**config.mk**
```make
export PLATFORM = sky130hd
export DESIGN_NAME = tapid_merge
export DESIGN_NICKNAME = d
export VERILOG_FILES = /design/src/hw/rtl/tapid_pkg.sv /design/src/hw/rtl/tapid_merge.sv
export SDC_FILE = /design/constraint.sdc
export NUM_CORES = 1
export LEC_CHECK = 0
export BUFFER_PORTS_ARGS = -buffer_cell sky130_fd_sc_hd__buf_2
export CELL_PAD_IN_SITES_DETAIL_PLACEMENT = 1
export CELL_PAD_IN_SITES_GLOBAL_PLACEMENT = 1
export CORE_MARGIN = 4
export CORE_UTILIZATION = 38
export DETAILED_ROUTE_END_ITERATION = 10
export HOLD_SLACK_MARGIN = 0.03
export PLACE_DENSITY_LB_ADDON = 0.1
export SETUP_SLACK_MARGIN = 0.05
export SYNTH_ARGS = -nofsm -noshare
export SYNTH_HDL_FRONTEND = slang
export SYNTH_SLANG_ARGS = --single-unit
```
**constraint.sdc**
```tcl
create_clock -name clock -period 4.3 [get_ports clock]
set_clock_uncertainty 0.2 [all_clocks]
set_input_delay 0.43 -clock clock [delete_from_list [all_inputs] [get_ports clock]]
set_output_delay 0.43 -clock clock [all_outputs]
set_load 0.005 [all_outputs]
```
**src/hw/rtl/tapid_pkg.sv**
```systemverilog
`timescale 1ns / 1ps
`default_nettype none
// ---------------------------------------------------------------------------
// tapid_pkg
// Shared types, register codes and constants for the three-axis attitude PID.
// ---------------------------------------------------------------------------
package tapid_pkg;

   localparam int DEFAULT_AXIS_COUNT = 3;
   localparam int DEFAULT_SUM_WIDTH  = 32;
   localparam int AXIS_MAX           = 3;

   localparam int ANGLE_W = 15;   // Q2.12 angle
   localparam int GAIN_W  = 20;   // unsigned Q4.16 gain
   localparam int CMD_W   = 16;   // Q1.14 command
   localparam int ERR_W   = 16;   // setpoint - measured
   localparam int DIFF_W  = 17;   // error - last error
   localparam int CSR_W   = 3;

   typedef logic signed [ANGLE_W-1:0] angle_type;
   typedef logic        [GAIN_W-1:0]  gain_type;
   typedef logic signed [CMD_W-1:0]   cmd_type;
   typedef logic signed [ERR_W-1:0]   error_type;
   typedef logic signed [DIFF_W-1:0]  diff_type;

   typedef enum logic [CSR_W-1:0] {
      CSR_ROLL_SETPOINT  = 3'd0,
      CSR_PITCH_SETPOINT = 3'd1,
      CSR_YAW_SETPOINT   = 3'd2,
      CSR_KP_ROLL_PITCH  = 3'd3,
      CSR_KD_ROLL_PITCH  = 3'd4,
      CSR_KP_YAW         = 3'd5,
      CSR_KD_YAW         = 3'd6,
      CSR_KI_TIMES_STEP  = 3'd7
   } csr_index_type;

   // register reset values
   localparam angle_type RST_ROLL_SETPOINT  = 15'sd2145;
   localparam angle_type RST_PITCH_SETPOINT = 15'sd2145;
   localparam angle_type RST_YAW_SETPOINT   = 15'sd2048;
   localparam gain_type  RST_KP_ROLL_PITCH  = 20'd52429;
   localparam gain_type  RST_KD_ROLL_PITCH  = 20'd32768;
   localparam gain_type  RST_KP_YAW         = 20'd32768;
   localparam gain_type  RST_KD_YAW         = 20'd19661;
   localparam gain_type  RST_KI_TIMES_STEP  = 20'd66;

   // command limits, Q1.14
   localparam cmd_type CMD_POS_ONE = 16'sd16384;
   localparam cmd_type CMD_NEG_ONE = -16'sd16384;

   // per-lane pipeline control from the top level
   typedef struct packed {
      logic accept;   // transaction taken: stage A loads, axis state updates
      logic en_b;     // stage B advances
      logic en_c;     // stage C advances
   } pipe_ctrl_type;

endpackage : tapid_pkg
`default_nettype wire

```
**src/hw/rtl/tapid_merge.sv**
```systemverilog
`timescale 1ns / 1ps
`default_nettype none
// ---------------------------------------------------------------------------
// tapid_merge
// Output register: maps axis commands onto the surfaces, right aileron is
// the negated roll command.
// ---------------------------------------------------------------------------
module tapid_merge (
   input  wire                clock,
   input  wire                load,
   input  tapid_pkg::cmd_type cmd [tapid_pkg::AXIS_MAX],
   output tapid_pkg::cmd_type left_aileron,
   output tapid_pkg::cmd_type right_aileron,
   output tapid_pkg::cmd_type elevator,
   output tapid_pkg::cmd_type rudder
);
   import tapid_pkg::*;

   cmd_type left_ff, right_ff, elev_ff, rudder_ff;
   cmd_type right_in;

   // roll command is within +-1, so the negation always fits
   assign right_in = -cmd[0];

   always_ff @(posedge clock) begin
      if (load) begin
         left_ff   <= cmd[0];
         right_ff  <= right_in;
         elev_ff   <= cmd[1];
         rudder_ff <= cmd[2];
      end
   end

   assign left_aileron  = left_ff;
   assign right_aileron = right_ff;
   assign elevator      = elev_ff;
   assign rudder        = rudder_ff;

endmodule : tapid_merge
`default_nettype wire

```
# Yosys cells after proc, flatten, opt, wreduce, memory -nomap -nowiden
# Cells that the tools add are included.
# totals
regBits	64
in_bits	50
out_inout_bits	64
# op_classes
addsub	1
# ops
op	n
16-bit negator	1

# Logic depth before layout (Yosys ltp)
# logic_depth
depth_word	1
mapped_depth	6
ltp_nobuf	6

# Worst setup path before layout
# OpenSTA, ideal clock, no wires.
# synth_timing
kind	input-to-reg
start	input cmd[32] (netlist bit)
end	register right_ff[10] (netlist: right_aileron[10]) (data pin)
arrival_time_ps	1315
setup_slack_ps	2521
stages	6
n_path_buf	0
cell_sequence	inv_1 ha_1 nor3b_2 nand3b_2 nor4_1 xnor2_1
# synth_between
elab_chain_len	1
# synth_lines
item	line_no	rtl
from (decl)	tapid_merge.sv:11	input tapid_pkg::cmd_type cmd [tapid_pkg::AXIS_MAX],
16-bit negator	tapid_merge.sv:23	assign right_in = -cmd[0];
net right_in[10]	tapid_merge.sv:20	cmd_type right_in;
to (signal assigned)	tapid_merge.sv:28	right_ff <= right_in;
to (decl)	tapid_merge.sv:19	cmd_type left_ff, right_ff, elev_ff, rudder_ff;
# The timed path passes the listed nets, and every way through them passes these cells.
# A chain may end at the register's enable or synchronous reset.

# Worst setup path in the final report
# layout_timing
start	input cmd[33] (netlist bit)
end	register right_ff[10] (netlist: right_aileron[10]) (data pin)
# The elaborated chain is that of the path after synthesis.

==> out/results.md <==
• 0.00305 mm^2 — cell area after layout
• 0.143 — overall global routing resource usage
• 0 — Max Cap Violations
• 1.24 nW — P_leak
• flop — endpoint class of the critical path
• sky130_fd_sc_hd__edfxtp_1 — cell taking the most area after synthesis
• 4.16 ns — critical path required time
• 84.0 um — die width
• 0.00285 mm^2 — cell area reported after detailed placement
• done — CTS tree
• 2 — buffer levels on the longest clock path
• 0 — final global-route overflow total
• 1345 — total number of vias
• 113 — Port-buffer cells
• 0 — number of gates resized after cts
• 288 um^2 — area of the multi-input gates
• 0.592 — layout cell share with drive strength beyond 1
• finished clean — outcome
• 0.0812 ns — Min Hold Slack
• 114 — total I/O pin count
• 2.53 ns — final setup slack of the worst path
• 0.00219 mm^2 — Post-Synthesis Cell Area
• 4870 um — Post-Route WL
• 4 — Max Fanout on Critical Path
• 63 — flip-flop and latch count after synthesis
• 0 ns — setup tns final
• 3820 um — detailed-placement wirelength estimate
• 0.862 — sequential element share of the synthesized area
• 450 mW/mm^2 — pwr dens
• 7670 um — wire length of the first global-routing pass
• 0 — number of buffers inserted by post-CTS setup repair
• 0 — # DRC
• 0 — Synth Warn #
• 565 MHz — highest clock rate
• sky130_fd_sc_hd__buf_2 — most common cell after layout, fill and taps aside
• 19 — distinct cell type count after synthesis
• 16.2 um — wire length per cell after detailed routing
• 1427 — vias in the first global route
• 0 — antenna diode instance count
• 0.862 — top cell type's share of synthesized area
• sky130_fd_sc_hd__buf_2 (113), sky130_fd_sc_hd__edfxtp_1 (63), sky130_fd_sc_hd__xnor2_1 (10) — commonest non-fill, non-tap cells in the layout
• 0 — total of hold buffers inserted after clock tree synthesis
• 0.551 — final core area utilization
• 0 — Final Slew Violations
• 0 — Fin. Hold Viols
• 1.77 ns — final critical delay including setup and external delays
• 0.396 — initial core utilization
• input port to flop — WS Path Type
• 275 — # nets final
• 0.07 ns — clock-pin slew on the worst setup and hold paths
• 0.00706 mm^2 — die area
• 0.727 — RD Place Congestion
• sky130_fd_sc_hd__clkbuf_8 — clock tree root driver cell
• 0 — post-route ant nets
• 0.603 — Max-Slew Margin vs Limit
• 100 — cells after synthesis
• 38 — pin count of the biggest net entering global routing
• 4.48 — detailed-route vias per instance
• 42 — Detailed Route Iter0 Violations
• no — RSZ-0062 raised after global routing
• 0 — Final setup violation count
• 21.9 um^2 — Avg Inst Size Synth
• 285 — count of placed standard cells including taps
• 27 — FP Rows
• 300 — number of standard cells in the final layout excluding fillers
• 39.1% — layout overhead on the synthesized area
• input port — type of element launching the critical path
• 0.595 ns — Tightest Pin Transition
• 84.0 um — Die Height
• 2.19 ns — worst slack at placement
• 0.00554 mm^2 — floorplan core area
• 590 — fill count
• 1.37 mW — overall power of the completed layout
• 9 — clock buffers created by TritonCTS
• input port to flop — type of the tightest min-delay check
• 0.411 — Final Cycle Share
• 4 — drt first pass iters
• 151 — post-synth net total
• sky130_fd_sc_hd__edfxtp_1 (86%), sky130_fd_sc_hd__xnor2_1 (4.0%), sky130_fd_sc_hd__xor2_1 (1.6%) — Synth area leaders
• 3 — count of H-tree levels built during CTS
• 63 — CTS Sinks
• 0 — antenna violations before repair
• 1.63 ns — data arrival time of the critical path
• 0.188 mV — largest vdd supply drop
• 0.00189 mm^2 — sequential cell area in the final layout
==> report_power, final <==
| part | switching, mW | leakage, nW | internal, mW | total [mW] |
|---|---|---|---|---|
| sequential | 0.0111 | 0.617 | 0.731 | 0.743 |
| combinational | 0.0578 | 0.522 | 0.0540 | 0.112 |
| clock | 0.200 | 0.104 | 0.319 | 0.520 |
==> cell usage after synthesis <==
cell type / count
sky130_fd_sc_hd__inv_1: 2
sky130_fd_sc_hd__nor4_1: 1
sky130_fd_sc_hd__xor2_1: 4
sky130_fd_sc_hd__nor2_1: 4
sky130_fd_sc_hd__nand3b_2: 1
sky130_fd_sc_hd__nor3b_2: 2
sky130_fd_sc_hd__nand2_1: 2
sky130_fd_sc_hd__or3_1: 1
sky130_fd_sc_hd__nor3_1: 1
sky130_fd_sc_hd__nor3b_1: 1
sky130_fd_sc_hd__nor4_2: 2
sky130_fd_sc_hd__nand4_1: 1
sky130_fd_sc_hd__nand3_2: 1
sky130_fd_sc_hd__nor2_4: 1
sky130_fd_sc_hd__buf_4: 1
sky130_fd_sc_hd__ha_1: 1
sky130_fd_sc_hd__edfxtp_1: 63
sky130_fd_sc_hd__nor3_4: 1
sky130_fd_sc_hd__xnor2_1: 10
==> final timing paths <==
path | from | to | slack, ns | cells past startpoint
max | cmd[33] | right_aileron[10] | 2.53 | 7
min | cmd[31] | elevator[15] | 0.08 | 1
==> routing by layer <==
metal  up-vias  part of all wire  global-route usage
met5         -                 0                   0
met4         0             0.016              0.0716
met3         7             0.080              0.0553
met2        67              0.52               0.239
met1       641              0.38               0.159
li1        630                 -                   -
==> worst max-delay path, stage by stage <==
cell                       delay [ns]
sky130_fd_sc_hd__buf_2           0.13
sky130_fd_sc_hd__inv_1           0.06
sky130_fd_sc_hd__ha_1            0.16
sky130_fd_sc_hd__nor3b_2         0.30
sky130_fd_sc_hd__nand3b_2        0.17
sky130_fd_sc_hd__nor4_1          0.29
sky130_fd_sc_hd__xnor2_1         0.10
==> flip-flops by register name (all words and copies together), names as in the netlist <==
| signal | count |
|---|---|
| elevator | 16 |
| left_aileron | 16 |
| right_aileron | 15 |
| rudder | 16 |
==> final cells by class <==
class	instances	share of cell area
clock buffer	10	0.0418
clock inverter	5	0.0242
inverter	2	0.00246
multi-input combinational	34	0.0943
sequential	63	0.620
tap	72	0.0295
timing repair buffer	114	0.188
==> kinds of logic (layout without fill, tap and decap cells) <==
family | Yosys count | in the layout | synth area share
flops | 63 | 63 | 0.862
simple gates | 19 | 19 | 0.0696
xor+xnor | 14 | 14 | 0.0559
buf+inv | 3 | 131 | 0.00684
fa+ha+maj | 1 | 1 | 0.00570
(Power assumes the default switching activity.)
