$ cat src/hw/rtl/tapid_pkg.sv
`timescale 1ns / 1ps
`default_nettype none
// ---------------------------------------------------------------------------
// tapid_pkg
// Shared types, register codes and constants for the three-axis attitude PID.
// ---------------------------------------------------------------------------
package tapid_pkg;

   localparam int DEFAULT_AXIS_COUNT = 3;
   localparam int DEFAULT_SUM_WIDTH  = 32;
   localparam int AXIS_MAX           = 3;

   localparam int ANGLE_W = 15;   // Q2.12 angle
   localparam int GAIN_W  = 20;   // unsigned Q4.16 gain
   localparam int CMD_W   = 16;   // Q1.14 command
   localparam int ERR_W   = 16;   // setpoint - measured
   localparam int DIFF_W  = 17;   // error - last error
   localparam int CSR_W   = 3;

   typedef logic signed [ANGLE_W-1:0] angle_type;
   typedef logic        [GAIN_W-1:0]  gain_type;
   typedef logic signed [CMD_W-1:0]   cmd_type;
   typedef logic signed [ERR_W-1:0]   error_type;
   typedef logic signed [DIFF_W-1:0]  diff_type;

   typedef enum logic [CSR_W-1:0] {
      CSR_ROLL_SETPOINT  = 3'd0,
      CSR_PITCH_SETPOINT = 3'd1,
      CSR_YAW_SETPOINT   = 3'd2,
      CSR_KP_ROLL_PITCH  = 3'd3,
      CSR_KD_ROLL_PITCH  = 3'd4,
      CSR_KP_YAW         = 3'd5,
      CSR_KD_YAW         = 3'd6,
      CSR_KI_TIMES_STEP  = 3'd7
   } csr_index_type;

   // register reset values
   localparam angle_type RST_ROLL_SETPOINT  = 15'sd2145;
   localparam angle_type RST_PITCH_SETPOINT = 15'sd2145;
   localparam angle_type RST_YAW_SETPOINT   = 15'sd2048;
   localparam gain_type  RST_KP_ROLL_PITCH  = 20'd52429;
   localparam gain_type  RST_KD_ROLL_PITCH  = 20'd32768;
   localparam gain_type  RST_KP_YAW         = 20'd32768;
   localparam gain_type  RST_KD_YAW         = 20'd19661;
   localparam gain_type  RST_KI_TIMES_STEP  = 20'd66;

   // command limits, Q1.14
   localparam cmd_type CMD_POS_ONE = 16'sd16384;
   localparam cmd_type CMD_NEG_ONE = -16'sd16384;

   // per-lane pipeline control from the top level
   typedef struct packed {
      logic accept;   // transaction taken: stage A loads, axis state updates
      logic en_b;     // stage B advances
      logic en_c;     // stage C advances
   } pipe_ctrl_type;

endpackage : tapid_pkg
`default_nettype wire

$ cat src/hw/rtl/tapid_lane.sv
`timescale 1ns / 1ps
`default_nettype none
// ---------------------------------------------------------------------------
// tapid_lane
// One axis of the PID: error, saturating integral, derivative, gain products
// and the clamp/round to a Q1.14 command. Three register stages.
// ---------------------------------------------------------------------------
module tapid_lane #(
   parameter int SUM_WIDTH = tapid_pkg::DEFAULT_SUM_WIDTH
) (
   input  wire                     clock,
   input  wire                     reset,
   input  tapid_pkg::pipe_ctrl_type ctrl,
   input  tapid_pkg::angle_type    setpoint,
   input  tapid_pkg::angle_type    measured,
   input  tapid_pkg::gain_type     kp,
   input  tapid_pkg::gain_type     kd,
   input  tapid_pkg::gain_type     ki,
   output tapid_pkg::cmd_type      cmd
);
   import tapid_pkg::*;

   // rounding bias folded in at stage C, so limits shift by the same amount
   localparam logic signed [42:0] RND_HI = 43'sd268443648;   //  2^28 + 8192
   localparam logic signed [42:0] RND_LO = -43'sd268427264;  // -2^28 + 8192

   // axis state
   logic signed [SUM_WIDTH-1:0] sum_ff, sum_in;
   error_type                   last_ff, last_in;

   // stage A
   error_type                   err;
   diff_type                    diff;
   logic signed [SUM_WIDTH:0]   sum_wide;
   logic signed [SUM_WIDTH-1:0] sum_sat;
   error_type                   err_a_ff;
   diff_type                    diff_a_ff;
   logic signed [SUM_WIDTH-1:0] sum_a_ff;

   // stage B
   logic        [SUM_WIDTH-1:0] sum_bits;
   logic        [SUM_WIDTH-1:0] mag;
   logic        [63:0]          mag64;
   logic signed [36:0]          p_b_in, p_b_ff;
   logic signed [37:0]          d_b_in, d_b_ff;
   logic        [39:0]          lo_b_in, lo_b_ff;
   logic        [39:0]          hi_b_in, hi_b_ff;
   logic                        over_b_in, over_b_ff;
   logic                        neg_b_ff;

   // stage C
   logic        [60:0]          ip;
   logic                        cap_hit;
   logic        [40:0]          i_mag;
   logic signed [41:0]          iterm_c_in, iterm_c_ff;
   logic signed [38:0]          pd_c_in, pd_c_ff;

   // output
   logic signed [42:0]          rnd;

   // ---- stage A: error, integral, derivative ----
   assign err      = {setpoint[ANGLE_W-1], setpoint} - {measured[ANGLE_W-1], measured};
   assign diff     = {err[ERR_W-1], err} - {last_ff[ERR_W-1], last_ff};
   assign sum_wide = {sum_ff[SUM_WIDTH-1], sum_ff}
                   + {{(SUM_WIDTH + 1 - ERR_W){err[ERR_W-1]}}, err};

   always_comb begin
      if (sum_wide[SUM_WIDTH] != sum_wide[SUM_WIDTH-1]) begin
         sum_sat = {sum_wide[SUM_WIDTH], {(SUM_WIDTH - 1){~sum_wide[SUM_WIDTH]}}};
      end else begin
         sum_sat = sum_wide[SUM_WIDTH-1:0];
      end
   end

   assign sum_in  = ctrl.accept ? sum_sat : sum_ff;
   assign last_in = ctrl.accept ? err : last_ff;

   always_ff @(posedge clock) begin
      if (reset) begin
         sum_ff  <= '0;
         last_ff <= '0;
      end else begin
         sum_ff  <= sum_in;
         last_ff <= last_in;
      end
   end

   always_ff @(posedge clock) begin
      if (ctrl.accept) begin
         err_a_ff  <= err;
         diff_a_ff <= diff;
         sum_a_ff  <= sum_sat;
      end
   end

   // ---- stage B: gain products; integral term split into 20-bit halves ----
   assign sum_bits  = sum_a_ff;
   assign mag       = sum_bits[SUM_WIDTH-1] ? (~sum_bits + SUM_WIDTH'(1)) : sum_bits;
   assign mag64     = 64'(mag);
   assign p_b_in    = $signed({1'b0, kp}) * err_a_ff;
   assign d_b_in    = $signed({1'b0, kd}) * diff_a_ff;
   assign lo_b_in   = ki * mag64[19:0];
   assign hi_b_in   = ki * mag64[39:20];
   assign over_b_in = (mag64[63:40] != '0) && (ki != '0);

   always_ff @(posedge clock) begin
      if (ctrl.en_b) begin
         p_b_ff    <= p_b_in;
         d_b_ff    <= d_b_in;
         lo_b_ff   <= lo_b_in;
         hi_b_ff   <= hi_b_in;
         over_b_ff <= over_b_in;
         neg_b_ff  <= sum_bits[SUM_WIDTH-1];
      end
   end

   // ---- stage C: cap the integral term at 2^40, sum P and D plus bias ----
   assign ip      = {1'b0, hi_b_ff, 20'd0} + {21'd0, lo_b_ff};
   assign cap_hit = over_b_ff || (ip > 61'h100_0000_0000);
   assign i_mag   = cap_hit ? {1'b1, 40'd0} : ip[40:0];

   always_comb begin
      if (neg_b_ff) begin
         iterm_c_in = -$signed({1'b0, i_mag});
      end else begin
         iterm_c_in = $signed({1'b0, i_mag});
      end
   end

   assign pd_c_in = {{2{p_b_ff[36]}}, p_b_ff} + {d_b_ff[37], d_b_ff} + 39'sd8192;

   always_ff @(posedge clock) begin
      if (ctrl.en_c) begin
         iterm_c_ff <= iterm_c_in;
         pd_c_ff    <= pd_c_in;
      end
   end

   // ---- clamp to +-1 and round to Q1.14 ----
   assign rnd = {iterm_c_ff[41], iterm_c_ff} + {{4{pd_c_ff[38]}}, pd_c_ff};

   always_comb begin
      if (rnd >= RND_HI) begin
         cmd = CMD_POS_ONE;
      end else if (rnd <= RND_LO) begin
         cmd = CMD_NEG_ONE;
      end else begin
         cmd = rnd[29:14];
      end
   end

endmodule : tapid_lane
`default_nettype wire

$ cat config.mk
export PLATFORM = sky130hd
export DESIGN_NAME = tapid_lane
export DESIGN_NICKNAME = d
export VERILOG_FILES = /design/src/hw/rtl/tapid_pkg.sv /design/src/hw/rtl/tapid_lane.sv
export SDC_FILE = /design/constraint.sdc
export NUM_CORES = 2
export LEC_CHECK = 0
export ABC_AREA = 1
export ABC_CLOCK_PERIOD_IN_PS = 9700
export BUFFER_PORTS_ARGS = -buffer_cell sky130_fd_sc_hd__buf_2
export CAP_MARGIN = 40
export CORE_MARGIN = 2
export CORE_UTILIZATION = 40
export CTS_CLUSTER_SIZE = 24
export DETAILED_ROUTE_END_ITERATION = 10
export PLACE_DENSITY_LB_ADDON = 0.05
export SLEW_MARGIN = 40
export SYNTH_ARGS = -nofsm -noshare
export SYNTH_HDL_FRONTEND = slang
export SYNTH_SLANG_ARGS = --single-unit
$ cat constraint.sdc
create_clock -name clock -period 9.7 [get_ports clock]
set_clock_uncertainty 0.15 [all_clocks]
set_input_delay 1.94 -clock clock [delete_from_list [all_inputs] [get_ports clock]]
set_output_delay 1.94 -clock clock [all_outputs]
set_load 0.01 [all_outputs]
======== Yosys cells after proc, flatten, opt, wreduce, memory -nomap -nowiden ========
Index checks and enable logic that the tools add are counted.
word-level totals
  register bits after elaboration ......... 350
  word-level logic and storage cells ...... 38
operators by class
  $add $sub $neg .......................... 9
  $mul .................................... 4
  order comparisons ....................... 3
  equality and inequality tests ........... 1
  multiplexer cells ....................... 6
  bitwise operators ....................... 2
operators with widths
  cell                                                                                count
  41-bit 2-to-1 mux                                                                   2
  32-bit 2-to-1 mux                                                                   2
  60-bit by 40-bit adder with 61-bit output                                           1
  61-bit by 41-bit > comparator with 1-bit output, second input constant              1
  42-bit by 39-bit adder with 43-bit output                                           1
  43-bit by 30-bit >= comparator with 1-bit output, second input constant             1
  43-bit by 29-bit less-or-equal comparator with 1-bit output, second input constant  1
  41-bit negation with 42-bit output                                                  1
  20-bit by 20-bit multiplier with 40-bit output                                      1
  37-bit by 38-bit adder with 39-bit output                                           1
  39-bit by 14-bit adder with 39-bit output, second input constant                    1
  21-bit by 17-bit multiplier with 38-bit output                                      1
  21-bit by 16-bit multiplier with 37-bit output                                      1
  32-bit by 16-bit adder with 33-bit output                                           1
  32-bit by 1-bit adder with 32-bit output, second input constant                     1
  20-bit by 12-bit multiplier with 32-bit output                                      1
  16-bit 2-to-1 mux                                                                   2
  32-bit NOT                                                                          1
  16-bit by 16-bit subtractor with 17-bit output                                      1
  15-bit by 15-bit subtractor with 16-bit output                                      1
  1-bit inequality test                                                               1
  1-bit NOT                                                                           1

======== Longest topological paths before layout ========
  depth in word-level cells ............... 5
  mapped depth ............................ 42
  gate-level depth less buffers ........... 41

======== Worst setup path before layout ========
No wires, ideal clock.
  path type ............................... input-to-reg
  from .................................... input ki[10]
  to ...................................... register lo_b_ff[36] (data pin)
  data arrival time ....................... 8.104 ns
  required time ........................... 9.285 ns
  slack ................................... 1.181 ns
  cell stages on the path ................. 29
  path through ............................ clkbuf_1 -> inv_1 -> clkbuf_1 -> nor2_1 -> fa_1 -> fa_1 -> inv_1 -> fa_1 -> inv_1 -> fa_1 -> inv_1 -> fa_1 -> inv_1 -> fa_1 -> fa_1 -> ha_1 -> nand2_1 -> o21ai_0 -> a21oi_1 -> o21ai_0 -> a21oi_1 -> o21ai_0 -> nand3_1 -> nand2_1 -> nand2_1 -> nand2_1 -> a21oi_1 -> o21ai_0 -> xor2_1
between the ends
  longest elaborated chain between the ends .. 1
ends and longest elaborated chain
  element                                         line               RTL
  from (decl)                                     tapid_lane.sv:18   input tapid_pkg::gain_type ki,
  20-bit by 20-bit multiplier with 40-bit output  tapid_lane.sv:102  assign lo_b_in = ki * mag64[19:0];
  net lo_b_in[36]                                 tapid_lane.sv:46   logic [39:0] lo_b_in, lo_b_ff;
  to (signal assigned)                            tapid_lane.sv:110  lo_b_ff <= lo_b_in;
  to (decl)                                       tapid_lane.sv:46
The timed path passes the listed nets, and every way through them passes these cells.
A chain may end at the register's enable or synchronous reset.

======== Worst setup path in the final report ========
  from .................................... register sum_a_ff[2]
  to ...................................... register lo_b_ff[36] (data pin)
between the ends
  longest elaborated chain between the ends .. 4
ends and longest elaborated chain
  element                                           line               RTL
  from (decl)                                       tapid_lane.sv:38   logic signed [SUM_WIDTH-1:0] sum_a_ff;
  from (signal assigned)                            tapid_lane.sv:92   sum_a_ff <= sum_sat;
  32-bit NOT                                        tapid_lane.sv:98   assign mag = sum_bits[SUM_WIDTH-1] ? (~sum_bits + SUM_WIDTH'(1)) : sum_bits;
  32-bit by 1-bit adder with 32-bit output          tapid_lane.sv:98
  32-bit 2-to-1 mux *                               tapid_lane.sv:98
  20-bit by 20-bit multiplier with 40-bit output *  tapid_lane.sv:102
  net lo_b_in[36]                                   tapid_lane.sv:46
The timed path passes the listed nets; every way through them passes the cells marked *.

==> results.md <==
- Final setup viols: 0
- HPWL after detailed placement: 169.6 mm
- FF-to-FF End: lo_b_ff[36]
- Worst hold path cell count: 2
- # nets final: 10140
- Dominant register cell in the synthesized netlist: edfxtp_1
- Crit Reg-Reg Startpoint: sum_a_ff[2]
- CP max stage delay: 0.54 ns
- Routed Antenna Nets: 0
- Most frequent CP cell: nand2_1
- Synthesized cell area: 66420 um^2
- Core area: 165000 um^2
- Req. time, crit path: 9.90 ns
- Worst setup SP type: register
- CP arrival: 9.05 ns
- Cts repair resizes: 0
- Total CTS buffers: 44
- Multi-input gate area in the final layout: 48190 um^2
- Die Ht: 411.5 um
- First DRT Iteration DRCs: 3377
- H-tree depth: 2
- Root buf cell: clkbuf_16
- Wire per inst: 19.15 um
- DRC: 8
- Crit-path slowest cell: fa_1
- Post-Synthesis Cells: 8330
- Die width: 411.5 um
- Synth cell types: 67
- Final Cycle Share: 91.21%
- Die ar.: 169300 um^2
- Tightest hold margin: 0.3464 ns
- Synth Warn #: 0
- RSZ-0062 raised after global routing: false
- Initial antenna violation count: 12
- FF-to-FF path depth: 36
- Fmax: 0.1130 GHz
- CTS Hold Bufs: 0
- Global placement routability congestion: 0.9487
- Seq. cell area: 9789 um^2
- Setup bufs post-CTS: 0
- Worst Tran Pin Value: 0.9146 ns
- Average cell area after synthesis: 7.974 um^2
- # rows: 149
- Final core occ: 43.01%
- Seq/Total Area, Yosys: 14.74%
- Effective utilization at floorplan: 40.26%
- Post-synthesis async set-or-reset flop share: 0%
- Total Routing Usage GR: 24.17%
- Crit Path Category: reg -> reg
- Grt total ovfl: 0
- Routed wire length: 202.3 mm
- Clock sink total: 342
- Final Hold Viols: 0
- Crit Path Max Fanout: 10
- Clk Latency, worst-skew pair: 0.63 ns
- Layout cells sized above 1: 4.885%
- Max Cap Viol: 0
- Critical Path Sink: lo_b_ff[36]
- Crit end category: register
- Failing checks: design-rule violations
- Mapped Nets: 10140
- Vias per cell: 4.973
- Reg clk slew, reported paths: 0.06 ns
- Max Transition Viols Final: 0
- CTS Buffer Depth: 3
- First-pass DRT Iterations: 11
- First-pass GRT wire length: 314.4 mm
- Via count: 52540
- # fillers: 17100
- Synth Register Bits: 342
- Max_slew headroom: 38.23%
- Dpl cells: 10480
- Status: finished with violations
- R2R Setup Slk: 0.85 ns
- CTS tree: built
- Non-Filler Instances: 10560
- EDFF count, synth: 294
- Number of I/O pins: 111
- Sum Neg Setup Slack: 0 ns
- Largest net degree at the start of global routing: 83
- Area grow syn2layout: 6.844%
- Worst hold-check path type: reg -> reg
- # port buffers: 110
- Vias in the first global route: 53530
- Critical Path Start: sum_a_ff[2]
- Fin crit period: 8.848 ns
-- state kept, by name (all words and copies together), names as in the netlist --
signal,flops
d_b_ff,38
sum_a_ff,32
neg_b_ff,1
sum_ff,32
pd_c_ff,39
hi_b_ff,32
last_ff,16
lo_b_ff,40
iterm_c_ff,42
p_b_ff,37
diff_a_ff,17
err_a_ff,16
-- how the worst min path moves through the flow --
stage | to | start | slack (ns)
2_1_floorplan | last_ff[2] | last_ff[2] | 0.30
3_3_place_gp | last_ff[2] | last_ff[2] | 0.33
3_5_place_dp | last_ff[2] | last_ff[2] | 0.33
4_1_cts | last_ff[2] | last_ff[2] | 0.35
5_1_grt | last_ff[2] | last_ff[2] | 0.37
6_report | last_ff[2] | last_ff[2] | 0.35
-- layout make-up --
type	count	share of cell area, %
antenna	3	0.01058
clock buffer	48	1.573
clock inverter	32	0.4355
inverter	1954	10.34
multi-input combinational	5773	67.91
sequential	342	13.79
tap	2189	3.859
timing repair buffer	223	2.080
-- worst max-delay path: cells and delay by family (launching register included) --
family / cells / cell delay [ns]
DFF: 1 / 0.44
buffers and inverters: 4 / 0.60
adders and majority gates: 8 / 3.67
xor gates and xnor gates: 1 / 0.09
AOI/OAI and AO/OA: 5 / 1.10
and+or+nand+nor: 18 / 2.53
-- kinds of logic (layout without fill, tap and decap cells) --
group,count (synthesis),count (layout),share of synthesized area [%]
flip-flops,342,342,14.74
other,0,3,0
AO/OA/AOI/OAI,751,751,6.399
buffers and inverters,2215,2257,12.71
adder cells (fa/ha/maj),1711,1711,43.82
XOR/XNOR,301,301,4.014
AND/OR/NAND/NOR,3010,3010,18.33
-- cells in the final DEF (no fill, tap or decap), drive strengths merged, types with 32 or more instances in the layout --
master	n
inv	1942
nand4	40
clkbuf	48
xnor2	100
buf	223
edfxtp	294
clkinv	37
nand2	1925
nor3	41
nand3	190
or2	40
fa	1025
ha	686
nor2	721
a31oi	32
a21oi	348
xor2	201
dfxtp	48
o21ai	230
-- synth_stat cells, types with 11 or more instances --
master,count,area share [%]
xor2_1,197,2.6
nor4_1,14,0.13
o21a_1,14,0.16
buf_2,13,0.098
nand2_2,19,0.18
o21ai_1,27,0.20
fa_1,1025,31
a31oi_1,32,0.30
dfxtp_1,48,1.4
a21oi_1,347,2.6
nor2_1,706,4.0
o211ai_1,19,0.21
nand3_1,181,1.4
clkbuf_1,228,1.3
nand2_1,1904,11
edfxtp_1,294,13
xnor2_1,100,1.3
a21o_1,21,0.24
nand4_1,40,0.38
o21bai_1,17,0.19
nand3b_1,21,0.24
nor3_1,32,0.24
or2_2,39,0.37
o31ai_1,11,0.12
o21ai_0,196,1.5
a21boi_0,20,0.23
clkinv_1,18,0.10
ha_1,686,13
nor2_2,13,0.12
inv_1,1931,11
-- metal layers --
metal	GRT usage (%)	up-vias	wire [um]
met5	0	-	20
met4	4.996	4	4274
met3	4.147	182	11760
met2	39.63	1093	94560
met1	33.50	26070	91650
li1	-	25190	-
-- per-stage QoR --
| step | cell area, um^2 | worst slack [ns] |
|---|---|---|
| after floorplan | 66420 | 1.181 |
| after global placement | 69370 | 0.6212 |
| after detailed placement | 69530 | 0.6042 |
| after CTS | 70960 | 0.7974 |
| after global routing | 70960 | 0.1778 |
| final | 70970 | 0.8524 |
Power is left out: the tool's default activity adds up to more than one toggle a clock period on the data nets, which glitch-free logic cannot reach.
